--- src/hdl/tdpt_pkg.sv ---
// Shared constants and controller/datapath interface types for the prime test.
package tdpt_pkg;

    // Default width of the tested value.
    localparam int DATA_WIDTH = 32;

    // Commands from the controller to the datapath.
    typedef struct packed {
        logic load;       // Capture a new value and reset the divisor to three.
        logic start_div;  // Begin a remainder computation for the current divisor.
        logic step_div;   // Retire one quotient bit of the remainder computation.
        logic advance;    // Move to the next odd divisor and its square.
    } t_dp_cmd;

    // Status from the datapath to the controller.
    typedef struct packed {
        logic trivial;        // Value decided without any division.
        logic trivial_prime;  // Answer for a value decided without division.
        logic sq_gt_n;        // Divisor squared now exceeds the value.
        logic div_last;       // The current remainder step is the final one.
        logic rem_zero;       // The finished remainder is zero.
    } t_dp_stat;

endpackage

--- src/hdl/tdpt_ctrl.sv ---
// Controller of the prime test: sequences the divisor loop and holds the result beat.
module tdpt_ctrl
    import tdpt_pkg::*;
(
    input  logic     i_clk,
    input  logic     i_rst_n,
    input  logic     i_in_valid,
    output logic     o_in_ready,
    output logic     o_out_valid,
    input  logic     i_out_ready,
    output logic     o_is_prime,
    output t_dp_cmd  o_cmd,
    input  t_dp_stat i_stat
);

    typedef enum logic [4:0] {
        S_IDLE  = 5'b00001,
        S_CHECK = 5'b00010,
        S_DIV   = 5'b00100,
        S_EVAL  = 5'b01000,
        S_DONE  = 5'b10000
    } t_state;

    t_state r_state;
    t_state n_state;
    logic   r_result;
    logic   n_result;
    logic   r_out_valid;
    logic   r_out_prime;
    logic   out_free;

    // The output register frees when empty or when its beat is taken.
    assign out_free = ~r_out_valid | i_out_ready;

    // Next-state and command logic.
    always_comb begin
        n_state         = r_state;
        n_result        = r_result;
        o_cmd           = '0;
        o_in_ready      = 1'b0;
        unique case (r_state)
            S_IDLE: begin
                o_in_ready = 1'b1;
                if (i_in_valid) begin
                    o_cmd.load = 1'b1;
                    n_state    = S_CHECK;
                end
            end
            S_CHECK: begin
                if (i_stat.trivial) begin
                    n_result = i_stat.trivial_prime;
                    n_state  = S_DONE;
                end else if (i_stat.sq_gt_n) begin
                    n_result = 1'b1;
                    n_state  = S_DONE;
                end else begin
                    o_cmd.start_div = 1'b1;
                    n_state         = S_DIV;
                end
            end
            S_DIV: begin
                o_cmd.step_div = 1'b1;
                if (i_stat.div_last) begin
                    n_state = S_EVAL;
                end
            end
            S_EVAL: begin
                if (i_stat.rem_zero) begin
                    n_result = 1'b0;
                    n_state  = S_DONE;
                end else begin
                    o_cmd.advance = 1'b1;
                    n_state       = S_CHECK;
                end
            end
            S_DONE: begin
                if (out_free) begin
                    n_state = S_IDLE;
                end
            end
            default: begin
                n_state = S_IDLE;
            end
        endcase
    end

    // State, result and output register.
    always_ff @(posedge i_clk) begin
        if (!i_rst_n) begin
            r_state     <= S_IDLE;
            r_out_valid <= 1'b0;
        end else begin
            r_state <= n_state;
            if (r_state == S_DONE && out_free) begin
                r_out_valid <= 1'b1;
            end else if (i_out_ready) begin
                r_out_valid <= 1'b0;
            end
        end
        r_result <= n_result;
        if (r_state == S_DONE && out_free) begin
            r_out_prime <= r_result;
        end
    end

    assign o_out_valid = r_out_valid;
    assign o_is_prime  = r_out_prime;

    // An accepted beat always starts a check on the next cycle.
    a_load_to_check: assert property (@(posedge i_clk) disable iff (!i_rst_n)
        r_state == S_IDLE && i_in_valid |=> r_state == S_CHECK)
        else $error("accepted beat did not start a check");

    // The final remainder step always hands over to evaluation.
    a_div_to_eval: assert property (@(posedge i_clk) disable iff (!i_rst_n)
        r_state == S_DIV && i_stat.div_last |=> r_state == S_EVAL)
        else $error("remainder loop did not end after its last step");

    // A value settled without division carries its classified answer.
    a_trivial_result: assert property (@(posedge i_clk) disable iff (!i_rst_n)
        r_state == S_CHECK && i_stat.trivial
        |=> r_state == S_DONE && r_result == $past(i_stat.trivial_prime))
        else $error("trivial value gave the wrong answer");

    // A zero remainder always reports a composite value.
    a_factor_found: assert property (@(posedge i_clk) disable iff (!i_rst_n)
        r_state == S_EVAL && i_stat.rem_zero |=> r_state == S_DONE && !r_result)
        else $error("found factor did not give a composite result");

endmodule

--- config.mk ---
export PLATFORM = sky130hd
export DESIGN_NAME = tdpt_ctrl
export DESIGN_NICKNAME = d
export VERILOG_FILES = /design/src/hdl/tdpt_pkg.sv /design/src/hdl/tdpt_ctrl.sv
export SDC_FILE = /design/constraint.sdc
export NUM_CORES = 1
export LEC_CHECK = 0
export BUFFER_PORTS_ARGS = -buffer_cell sky130_fd_sc_hd__buf_4
export CAP_MARGIN = 20
export CORE_AREA = 5 5 42 44
export DETAILED_ROUTE_END_ITERATION = 12
export DIE_AREA = 0 0 47 49
export GPL_ROUTABILITY_DRIVEN = 0
export MAX_ROUTING_LAYER = met4
export SYNTH_ARGS = -nofsm -noshare
export SYNTH_HDL_FRONTEND = slang
export SYNTH_SLANG_ARGS = --single-unit
--- constraint.sdc ---
create_clock -name i_clk -period 1.9 [get_ports i_clk]
set_clock_uncertainty 0.05 [all_clocks]
set_input_delay 0.095 -clock i_clk [delete_from_list [all_inputs] [get_ports i_clk]]
set_output_delay 0.095 -clock i_clk [all_outputs]
set_load 0.05 [all_outputs]
==> impl_metrics.yaml, run 1 <==
outcome:
  status: "finished clean"
worst_setup_path:
  path_class: "flop to output pin"
  critPathCaptureType: "output pin"
  cp_slowest_cell: "dfxtp_1"
  start_kind: "flop"
  slowest_delay_ns: 0.36
  required_ns: 1.75
  cp.arrival_ns: 1.41
  rrSetupSlack_ns: 0.57
  reg2reg_depth: 4
  crit_chain: "nor2_1, nand3_1, inv_1, and2_1, buf_4"
  crit_fanout: 8
global_route:
  grt_pass1_vias: 380
  grt-ovfl-total: 0
  grt_pass1_wl_mm: 1.573
  met1_usage_pct: 11.78
  met2_usage_pct: 13.35
  grt_start_max_net_pins: 9
  grt_usage_pct: 10.07
  top_usage_layer: "met2"
  antenna_found_initial: 0
  use_met3_pct: 3.321
finish:
  layout-drive-gt1-share_pct: 31.82
  layout.nets: 76
  final_cell_area_um2: 590.6
  antennaDiodeCount: 0
  final_core_util_pct: 42.14
  syn_to_final_growth_pct: 41.74
logic_synthesis:
  synth-simple-area-share_pct: 31.53
  muxShareOfSynthArea_pct: 0
  synth.distinct_cells: 20
  synth.cell_area_um2: 416.7
  syn_avg_cell_area_um2: 9.058
  synth_top_family_by_area: "simple AND/OR/NAND/NOR gates"
  syn_inst: 46
  synth_fp_nets: 55
  synth_xor_area_share_pct: 0
  synth_compound_area_share_pct: 22.52
  synth_seq_cells: 8
  yosys.area_share.adder_pct: 0
  yosysSeqAreaShare_pct: 43.24
  yosysWarnings: 0
power:
  p_int_uw: 335.2
  peakVddDrop_uv: 381.0
  p_sw_uw: 180.4
  power.share.combinational_pct: 32.8
  clock_power_share_pct: 27.5
  seq_power_share_pct: 39.8
  power_density_nw_per_um2: 873.0
  leakagePower_nw: 0.2525
  swShare_pct: 34.99
placed_design:
  place_area_um2: 554.3
  place_ws_ns: 0.5889
  port_buffers: 15
  dp_hpwl_um: 773
clocking:
  root_buffer: "clkbuf_4"
  ctsResizeCount: 0
  numCtsBuffers: 3
  cts_buffer_depth: 2
  cts_sinks: 8
  htree_levels: 1
  clk_latency_ns: 0.26
  clk_pin_slew_ns: 0.06
  cts_tree: "done"
route:
  avgViaCountPerCell: 5.061
  drtPass1Iterations: 4
  antenna_left: 0
  drt_iter0_drc: 5
  wl_per_cell_um: 11.59
  remaining_drc_errors: 0
  dr_total_vias: 415
  routed_wl_um: 950
timing:
  worst_slew_pin_slew_ns: 0.2847
  fin_crit_ns: 1.550
  final_max_slew_viol_count: 0
  maxSlewHeadroom_pct: 80.87
  finalHoldViolCount: 0
  setup_ws_ns: 0.3497
  finalCritPeriodShare_pct: 81.59
  rsz0062_at_grt: "no"
  hold_ws_ns: 0.02466
  finalSetupTns_ns: 0
  setup_viol: 0
  max_freq_ghz: 0.6450
floorplanning:
  die_height_um: 49
  fp.dieW_um: 47
  rows: 14
  core_area_um2: 1401
  start_util_pct: 29.73
  design.die.area_um2: 2303
  io-pin-count: 16
hold_path:
  hold_path_depth: 2
  hold_class: "input pin to flop"
job:
  maxCapViolCount: 0
## area by class of cell
cell class / instances / area [um^2]
Timing Repair Buffer: 16 / 122.6
Clock buffer: 4 / 26.28
Multi-Input combinational cell: 35 / 230.2
Inverter: 3 / 11.26
Sequential cell: 8 / 180.2
Fill cell: 161 / 810.8
Tap cell: 16 / 20.02
## placed cells by master, fill, tap and decap left out, types with 2 or more instances in the layout
cell	synthesis	final
nand3_1	2	2
edfxtp_1	2	2
nor2_1	7	7
and3_1	2	2
buf_4	0	15
nor2b_1	5	5
inv_1	3	3
o21ai_0	2	2
a21oi_1	2	2
dfxtp_1	6	6
clkbuf_4	0	3
o21a_1	3	3
and2_1	2	2
## state kept, by name, indices dropped and copies added (netlist names)
name	count
o_out_valid	1
r_result	1
o_is_prime	1
r_state	5
## timing repair
item,in CTS,in global routing
hold buffers,1,0
buffers inserted,0,0
endpoints found under the hold margin,1,0
## stage by stage
| step | instances | power, mW |
|---|---|---|
| after floorplan | 46 | 0.3219 |
| after global placement | 77 | 0.3771 |
| after detailed placement | 77 | 0.3765 |
| after CTS | 82 | 0.5268 |
| after global routing | 82 | 0.5594 |
| final | 82 | 0.5156 |
## Yosys cell counts
library cell	count	area share (%)
o311ai_1	1	2.1
nor3_1	2	2.4
inv_1	3	2.7
o221a_2	1	2.7
o21ai_0	2	2.4
o21a_1	3	5.4
nor2_1	7	6.3
o221ai_2	1	3.6
a21boi_0	1	1.8
dfxtp_1	6	29
o2bb2ai_1	1	2.1
nand3_1	2	2.4
nor2b_1	5	7.5
and3_1	2	3.0
and2_1	2	3.0
and4bb_1	1	3.0
and4_1	1	2.1
a21oi_1	2	2.4
nand3b_1	1	1.8
edfxtp_1	2	14
## power by group through the flow
stage / Combinational, mW / Sequential (mW) / Clock (mW)
finish: 0.169 / 0.205 / 0.142
CTS: 0.171 / 0.204 / 0.152
floorplan: 0.118 / 0.204 / 0
detailed placement: 0.168 / 0.208 / 0
global route: 0.184 / 0.207 / 0.168
global placement: 0.168 / 0.209 / 0
## final timing paths
kind	startpoint	to
setup / recovery	r_state[1]$_SDFFE_PN0P_	o_cmd[3]
hold / removal	i_in_valid	r_state[0]$_SDFFE_PN1P_
setup reg to reg	r_state[1]$_SDFFE_PN0P_	r_state[3]$_SDFFE_PN0P_
hold reg to reg	r_result$_SDFFCE_PN0P_	o_is_prime$_DFFE_PP_
## layer usage
layer  part of all wire, %  wire, um
met1                    43       407
met2                    47       448
met3                   6.4        61
met4                   3.4        32
met5                     0         0
## logic make-up (layout without fill, tap and decap cells)
logic type,Yosys count,after routing
and+or+nand+nor,23,23
buffers and inverters,3,23
AOI/OAI and AO/OA,12,12
DFF,8,8
## critical path: cells and delay by family, from the launching register on
family                 cells  cell delay [ns]
buffers and inverters      2             0.32
and+or+nand+nor            3             0.47
DFF                        1             0.36
(Power assumes the default switching activity.)
==> inputs of run 2 (changes only) <==
- ABC_AREA: not set -> 1
- clock period: 1.9 -> 1.6 ns (I/O delays scaled with it)
==> run 2 against run 1 <==
Compared with the run above:
- clock power rose by 15%
- via count rose by 5.5%
- utilization rose by 4.2 points
- hold slack improved by 0.042 ns
==> impl_metrics.yaml, run 2 <==
power:
  clock_power_share_pct: 26.3
  total_power_uw: 620.6
  power_density_nw_per_um2: 955.6
  seq_power_share_pct: 38.4
  peakVddDrop_uv: 686.2
  p_int_uw: 393.2
  swShare_pct: 36.64
  leakagePower_nw: 0.3154
  power.share.combinational_pct: 35.3
  p_sw_uw: 227.4
finish:
  layout-drive-gt1-share_pct: 41.67
  seq_area_um2: 180.2
  largest_register: "r_state"
  largest_reg_flops: 5
  fill_cells: 149
  antennaDiodeCount: 0
  layout.nets: 94
  final_common_cell: "buf_4"
  syn_to_final_growth_pct: 35.16
  final_cell_mix: "buf_4, inv_1, nor2_1"
  multiInputGateArea_um2: 232.7
logic_synthesis:
  async_flop_share_pct: 0
  synth_fp_nets: 73
  yosys.area.top_type: "dfxtp_1"
  synth_most_common_cell: "inv_1"
  syn_inst: 64
  synth.cell_area_um2: 480.5
  ys_top_cells_by_count: "inv_1, nor2_1, nand2_1"
  ys.flop_type: "dfxtp_1"
  synth.distinct_cells: 20
  yosysSeqAreaShare_pct: 37.50
  synth_edf_count: 2
  synth.area.top_cells: "dfxtp_1, edfxtp_1, inv_1"
  synth_seq_cells: 8
  yosysWarnings: 0
  synth_top_area_share_pct: 25.00
  syn_avg_cell_area_um2: 7.507
worst_setup_path:
  cp.arrival_ns: 1.28
  slowest_delay_ns: 0.34
  crit_buf_inv: 2
  required_ns: 1.47
  reg2reg_depth: 7
  cp_top_family: "simple AND/OR/NAND/NOR gates"
  path_class: "flop to output pin"
  rrSetupSlack_ns: 0.44
  cp_slowest_cell: "dfxtp_1"
  r2r-end: "r_state[0]$_SDFFE_PN1P_"
  r2r-start: "r_state[2]$_SDFFE_PN0P_"
  path_common_cell: "nor2_4"
  crit_fanout: 4
  start_kind: "flop"
  critPathCaptureType: "output pin"
  crit_chain: "nor2_4, nand2_2, nor2_2, inv_2, nor2_4, buf_4"
clocking:
  cts_sinks: 8
  numCtsBuffers: 3
  cts_buffer_depth: 2
  root_buffer: "clkbuf_4"
  clk_pin_slew_ns: 0.06
  cts_tree: "done"
  clk_latency_ns: 0.25
  htree_levels: 1
route:
  avgViaCountPerCell: 4.380
  drtPass1Iterations: 4
  drt_iter0_drc: 5
  routed_wl_um: 971
  remaining_drc_errors: 0
  wl_per_cell_um: 9.710
  dr_total_vias: 438
  antenna_left: 0
global_route:
  grt_start_max_net_pins: 6
  grt-ovfl-total: 0
  grt_usage_pct: 9.986
  grt_pass1_wl_mm: 1.621
  grt_pass1_vias: 422
  antenna_found_initial: 0
hold_path:
  hold_path_depth: 3
  hold_end: "r_result$_SDFFCE_PN0P_"
  min-delay-start: "i_stat[3]"
  hold_class: "input pin to flop"
floorplanning:
  rows: 14
  die_height_um: 49
  fp.dieW_um: 47
  io-pin-count: 16
  start_util_pct: 34.29
  design.die.area_um2: 2303
  core_area_um2: 1401
timing:
  finalSetupTns_ns: 0
  finalHoldViolCount: 0
  max_freq_ghz: 0.7090
  worst_slew_pin_slew_ns: 0.1907
  final_max_slew_viol_count: 0
  rsz0062_at_grt: "no"
  maxSlewHeadroom_pct: 87.27
  setup_viol: 0
  fin_crit_ns: 1.410
  finalCritPeriodShare_pct: 88.15
job:
  maxCapViolCount: 0
placed_design:
  dp_hpwl_um: 838.6
  port_buffers: 15
outcome:
  status: "finished clean"
[run 2: cell count changes after synthesis, moves of 3 or more]
cell     change
nor2_2       +3
inv_1       +11
nor2_4       +4
nand2_1      +7
nor2b_1      -5
inv_2        +3
o21a_1       -3
[run 2: logic make-up (layout without fill, tap and decap cells)]
group                  after synthesis  after routing  synth area share (%)
buffers and inverters               18             38                 14.06
flip-flops                           8              8                 37.50
AO/OA/AOI/OAI                        5              5                 6.771
AND/OR/NAND/NOR                     33             33                 41.67
[run 2: stage by stage]
stage / cells / cell area, um^2 / util (%) / hold slack [ns] / worst slack (ns)
2_1_floorplan: 64 / 480.5 / - / 0.1141 / 0.2016
3_3_place_gp: 95 / 613.1 / 43.75 / 0.2475 / 0.4190
3_5_place_dp: 95 / 613.1 / 43.75 / 0.2497 / 0.4347
4_1_cts: 100 / 649.4 / 46.34 / 0.06171 / 0.1675
5_1_grt: 100 / 649.4 / 46.34 / 0.07391 / 0.08521
6_report: 100 / 649.4 / 46.34 / 0.06677 / 0.1896
[run 2: how the worst max path moves through the flow]
stage	start	endpoint	slack, ns	cells after the start
2_1_floorplan	r_state[0]$_SDFFE_PN1P_	o_cmd[3]	0.20	4
3_3_place_gp	r_state[2]$_SDFFE_PN0P_	r_result$_SDFFCE_PN0P_	0.42	5
3_5_place_dp	r_state[2]$_SDFFE_PN0P_	r_result$_SDFFCE_PN0P_	0.43	5
4_1_cts	r_state[2]$_SDFFE_PN0P_	o_cmd[2]	0.17	6
5_1_grt	r_state[2]$_SDFFE_PN0P_	o_cmd[2]	0.09	6
6_report	r_state[2]$_SDFFE_PN0P_	o_cmd[2]	0.19	6
[run 2: layer usage]
layer	routed length, um	up-vias	track usage [%]	part of all wire [%]
met1	422	186	11.06	43
met4	19	0	6.912	2.0
li1	-	237	-	-
met3	52	2	2.214	5.4
met2	477	13	15.16	49
met5	0	-	-	0
[run 2: worst register-to-register path, delay by kind of cell (launching register included)]
family	cells	cell delay, ns
flip-flops	1	0.39
AND/OR/NAND/NOR	6	0.54
buffers and inverters	1	0.06
[run 2: power by group through the flow]
| stage | Sequential (mW) | Clock, mW | Combinational [mW] |
|---|---|---|---|
| 2_1_floorplan | 0.243 | 0 | 0.158 |
| 3_3_place_gp | 0.242 | 0 | 0.214 |
| 3_5_place_dp | 0.243 | 0 | 0.218 |
| 4_1_cts | 0.238 | 0.168 | 0.221 |
| 5_1_grt | 0.240 | 0.180 | 0.238 |
| 6_report | 0.239 | 0.163 | 0.219 |
[run 2: area by class of cell]
type / instances / area share (%)
timing repair buffer: 16 / 18.88
multi-input combinational: 38 / 35.84
sequential: 8 / 27.75
clock buffer: 4 / 4.046
inverter: 18 / 10.40
tap: 16 / 3.083
[run 2: timing repair]
action / 4_1_cts / 5_1_grt
resized for setup: 0 / 0
hold buffers: 1 / 0
hold endpoints to repair: 1 / 0
setup buffers: 0 / 0
==> inputs of run 3 (changes only) <==
- CORE_AREA: 5 5 42 44 -> 5 5 45 47
- DIE_AREA: 0 0 47 49 -> 0 0 50 52
- PLACE_DENSITY: not set -> 0.64
- RECOVER_POWER: not set -> 50
==> run 3 against run 2 <==
Compared with the run above:
- first-iteration DRC count grew 20%
- via count shrank 0.23%
- combinational power shrank 3%
- largest cell class unchanged
- final cell count grew 1.0%
- die area grew 13%
- largest power group unchanged
==> impl_metrics.yaml, run 3 (synthesis results as in run 2) <==
worst_setup_path:
  crit_fanout: 4
  cp.arrival_ns: 1.32
  cp_slowest_cell: "dfxtp_1"
  slowest_delay_ns: 0.35
  start_kind: "flop"
  crit_chain: "nor2_4, nand2_2, nor2_2, inv_2, nor2_4, buf_4"
  path_class: "flop to output pin"
  required_ns: 1.47
  critPathCaptureType: "output pin"
  cp_top_family: "simple AND/OR/NAND/NOR gates"
  path_common_cell: "nor2_4"
  crit_buf_inv: 2
clocking:
  cts_sinks: 8
  cts_tree: "done"
  cts_setup_buffers: 0
  root_buffer: "clkbuf_4"
  clk_pin_slew_ns: 0.06
  htree_levels: 1
  cts_buffer_depth: 2
  ctsResizeCount: 0
  numCtsBuffers: 3
  clk_latency_ns: 0.26
  cts.hold.buffers_added: 1
timing:
  maxSlewHeadroom_pct: 60.69
  finalSetupTns_ns: 0
  worst_slew_pin_slew_ns: 0.5922
  finalCritPeriodShare_pct: 90.61
  hold_ws_ns: 0.05236
  final_max_slew_viol_count: 0
  fin_crit_ns: 1.450
  max_freq_ghz: 0.6898
  setup_ws_ns: 0.1503
  setup_viol: 0
  rsz0062_at_grt: "no"
  finalHoldViolCount: 0
route:
  dr_total_vias: 437
  drt_iter0_drc: 6
  routed_wl_um: 994
  remaining_drc_errors: 0
  avgViaCountPerCell: 4.327
  antenna_left: 0
  wl_per_cell_um: 9.842
  drtPass1Iterations: 2
floorplanning:
  design.die.area_um2: 2600
  fp.dieW_um: 50
  io-pin-count: 16
  die_height_um: 52
  rows: 15
  core_area_um2: 1614
  start_util_pct: 29.77
power:
  power.share.combinational_pct: 34.3
  p_sw_uw: 229.4
  seq_power_share_pct: 38.4
  leakagePower_nw: 0.3055
  swShare_pct: 36.92
  power_density_nw_per_um2: 987.1
  p_int_uw: 391.9
  clock_power_share_pct: 27.3
  peakVddDrop_uv: 391.7
global_route:
  grt_start_max_net_pins: 6
  use_met3_pct: 0.5731
  grt-ovfl-total: 0
  met2_usage_pct: 12.55
  met1_usage_pct: 10.76
  grt_pass1_wl_mm: 1.697
  grt_usage_pct: 8.885
  grt_pass1_vias: 428
  top_usage_layer: "met2"
  antenna_found_initial: 0
finish:
  fill_cells: 172
  final_cell_mix: "inv_1, buf_4, nor2_1"
  final_cell_area_um2: 629.4
  layout-drive-gt1-share_pct: 35.71
  largest_register: "r_state"
  final_core_util_pct: 38.99
  final_common_cell: "inv_1"
  antennaDiodeCount: 0
  largest_reg_flops: 5
  syn_to_final_growth_pct: 30.99
  layout.nets: 94
outcome:
  status: "finished clean"
job:
  maxCapViolCount: 0
placed_design:
  dp_hpwl_um: 855.4
  port_buffers: 15
  place_area_um2: 614.3
  place_ws_ns: 0.3781
hold_path:
  hold_class: "input pin to flop"
## run 3: cell count changes in the layout (fill, tap and decap cells not counted)
cell	delta
nand3_1	+2
buf_4	-2
o21ai_2	-1
nand3_2	-2
o21ai_0	+1
clkbuf_1	+2
## run 3: worst register-to-register path: cells and delay by family (launching register included)
family	cells	cell delay (ns)
AOI/OAI and AO/OA	1	0.30
DFF	1	0.34
and+or+nand+nor	2	0.33
## run 3: path summary, 6_finish.rpt
| kind | startpoint | endpoint | slack (ns) | cells after the start |
|---|---|---|---|---|
| min reg2reg | r_result$_SDFFCE_PN0P_ | o_is_prime$_DFFE_PP_ | 0.37 | 0 |
| max reg2reg | r_state[0]$_SDFFE_PN1P_ | r_result$_SDFFCE_PN0P_ | 0.27 | 3 |
| min | i_stat[3] | r_result$_SDFFCE_PN0P_ | 0.05 | 3 |
| max | r_state[2]$_SDFFE_PN0P_ | o_cmd[2] | 0.15 | 6 |
## run 3: area by class of cell
class                      count  area (um^2)  share of cell area [%]
clock buffer                   4        26.28                   4.175
inverter                      18        67.56                   10.74
multi-input combinational     38        219.0                   34.79
sequential                     8        180.2                   28.63
tap                           17        21.27                   3.380
timing repair buffer          16        115.1                   18.29
## run 3: power groups by stage
stage          clock network (mW)  logic [mW]  registers, mW
3_3_place_gp                    0       0.215          0.242
5_1_grt                     0.182       0.231          0.240
4_1_cts                     0.177       0.220          0.239
2_1_floorplan                   0       0.158          0.243
6_report                    0.170       0.213          0.239
3_5_place_dp                    0       0.217          0.243
## run 3: metrics by stage
stage                     power (mW)  instances
after floorplan               0.4003         64
after global placement        0.4573         96
after detailed placement      0.4604         96
after CTS                     0.6360        101
after global routing          0.6525        101
final                         0.6213        101
## run 3: routing by layer
metal / share of wire [%] / vias up
li1: - / 235
met1: 47 / 189
met2: 45 / 11
met3: 4.4 / 2
met4: 2.7 / 0
met5: 0 / -
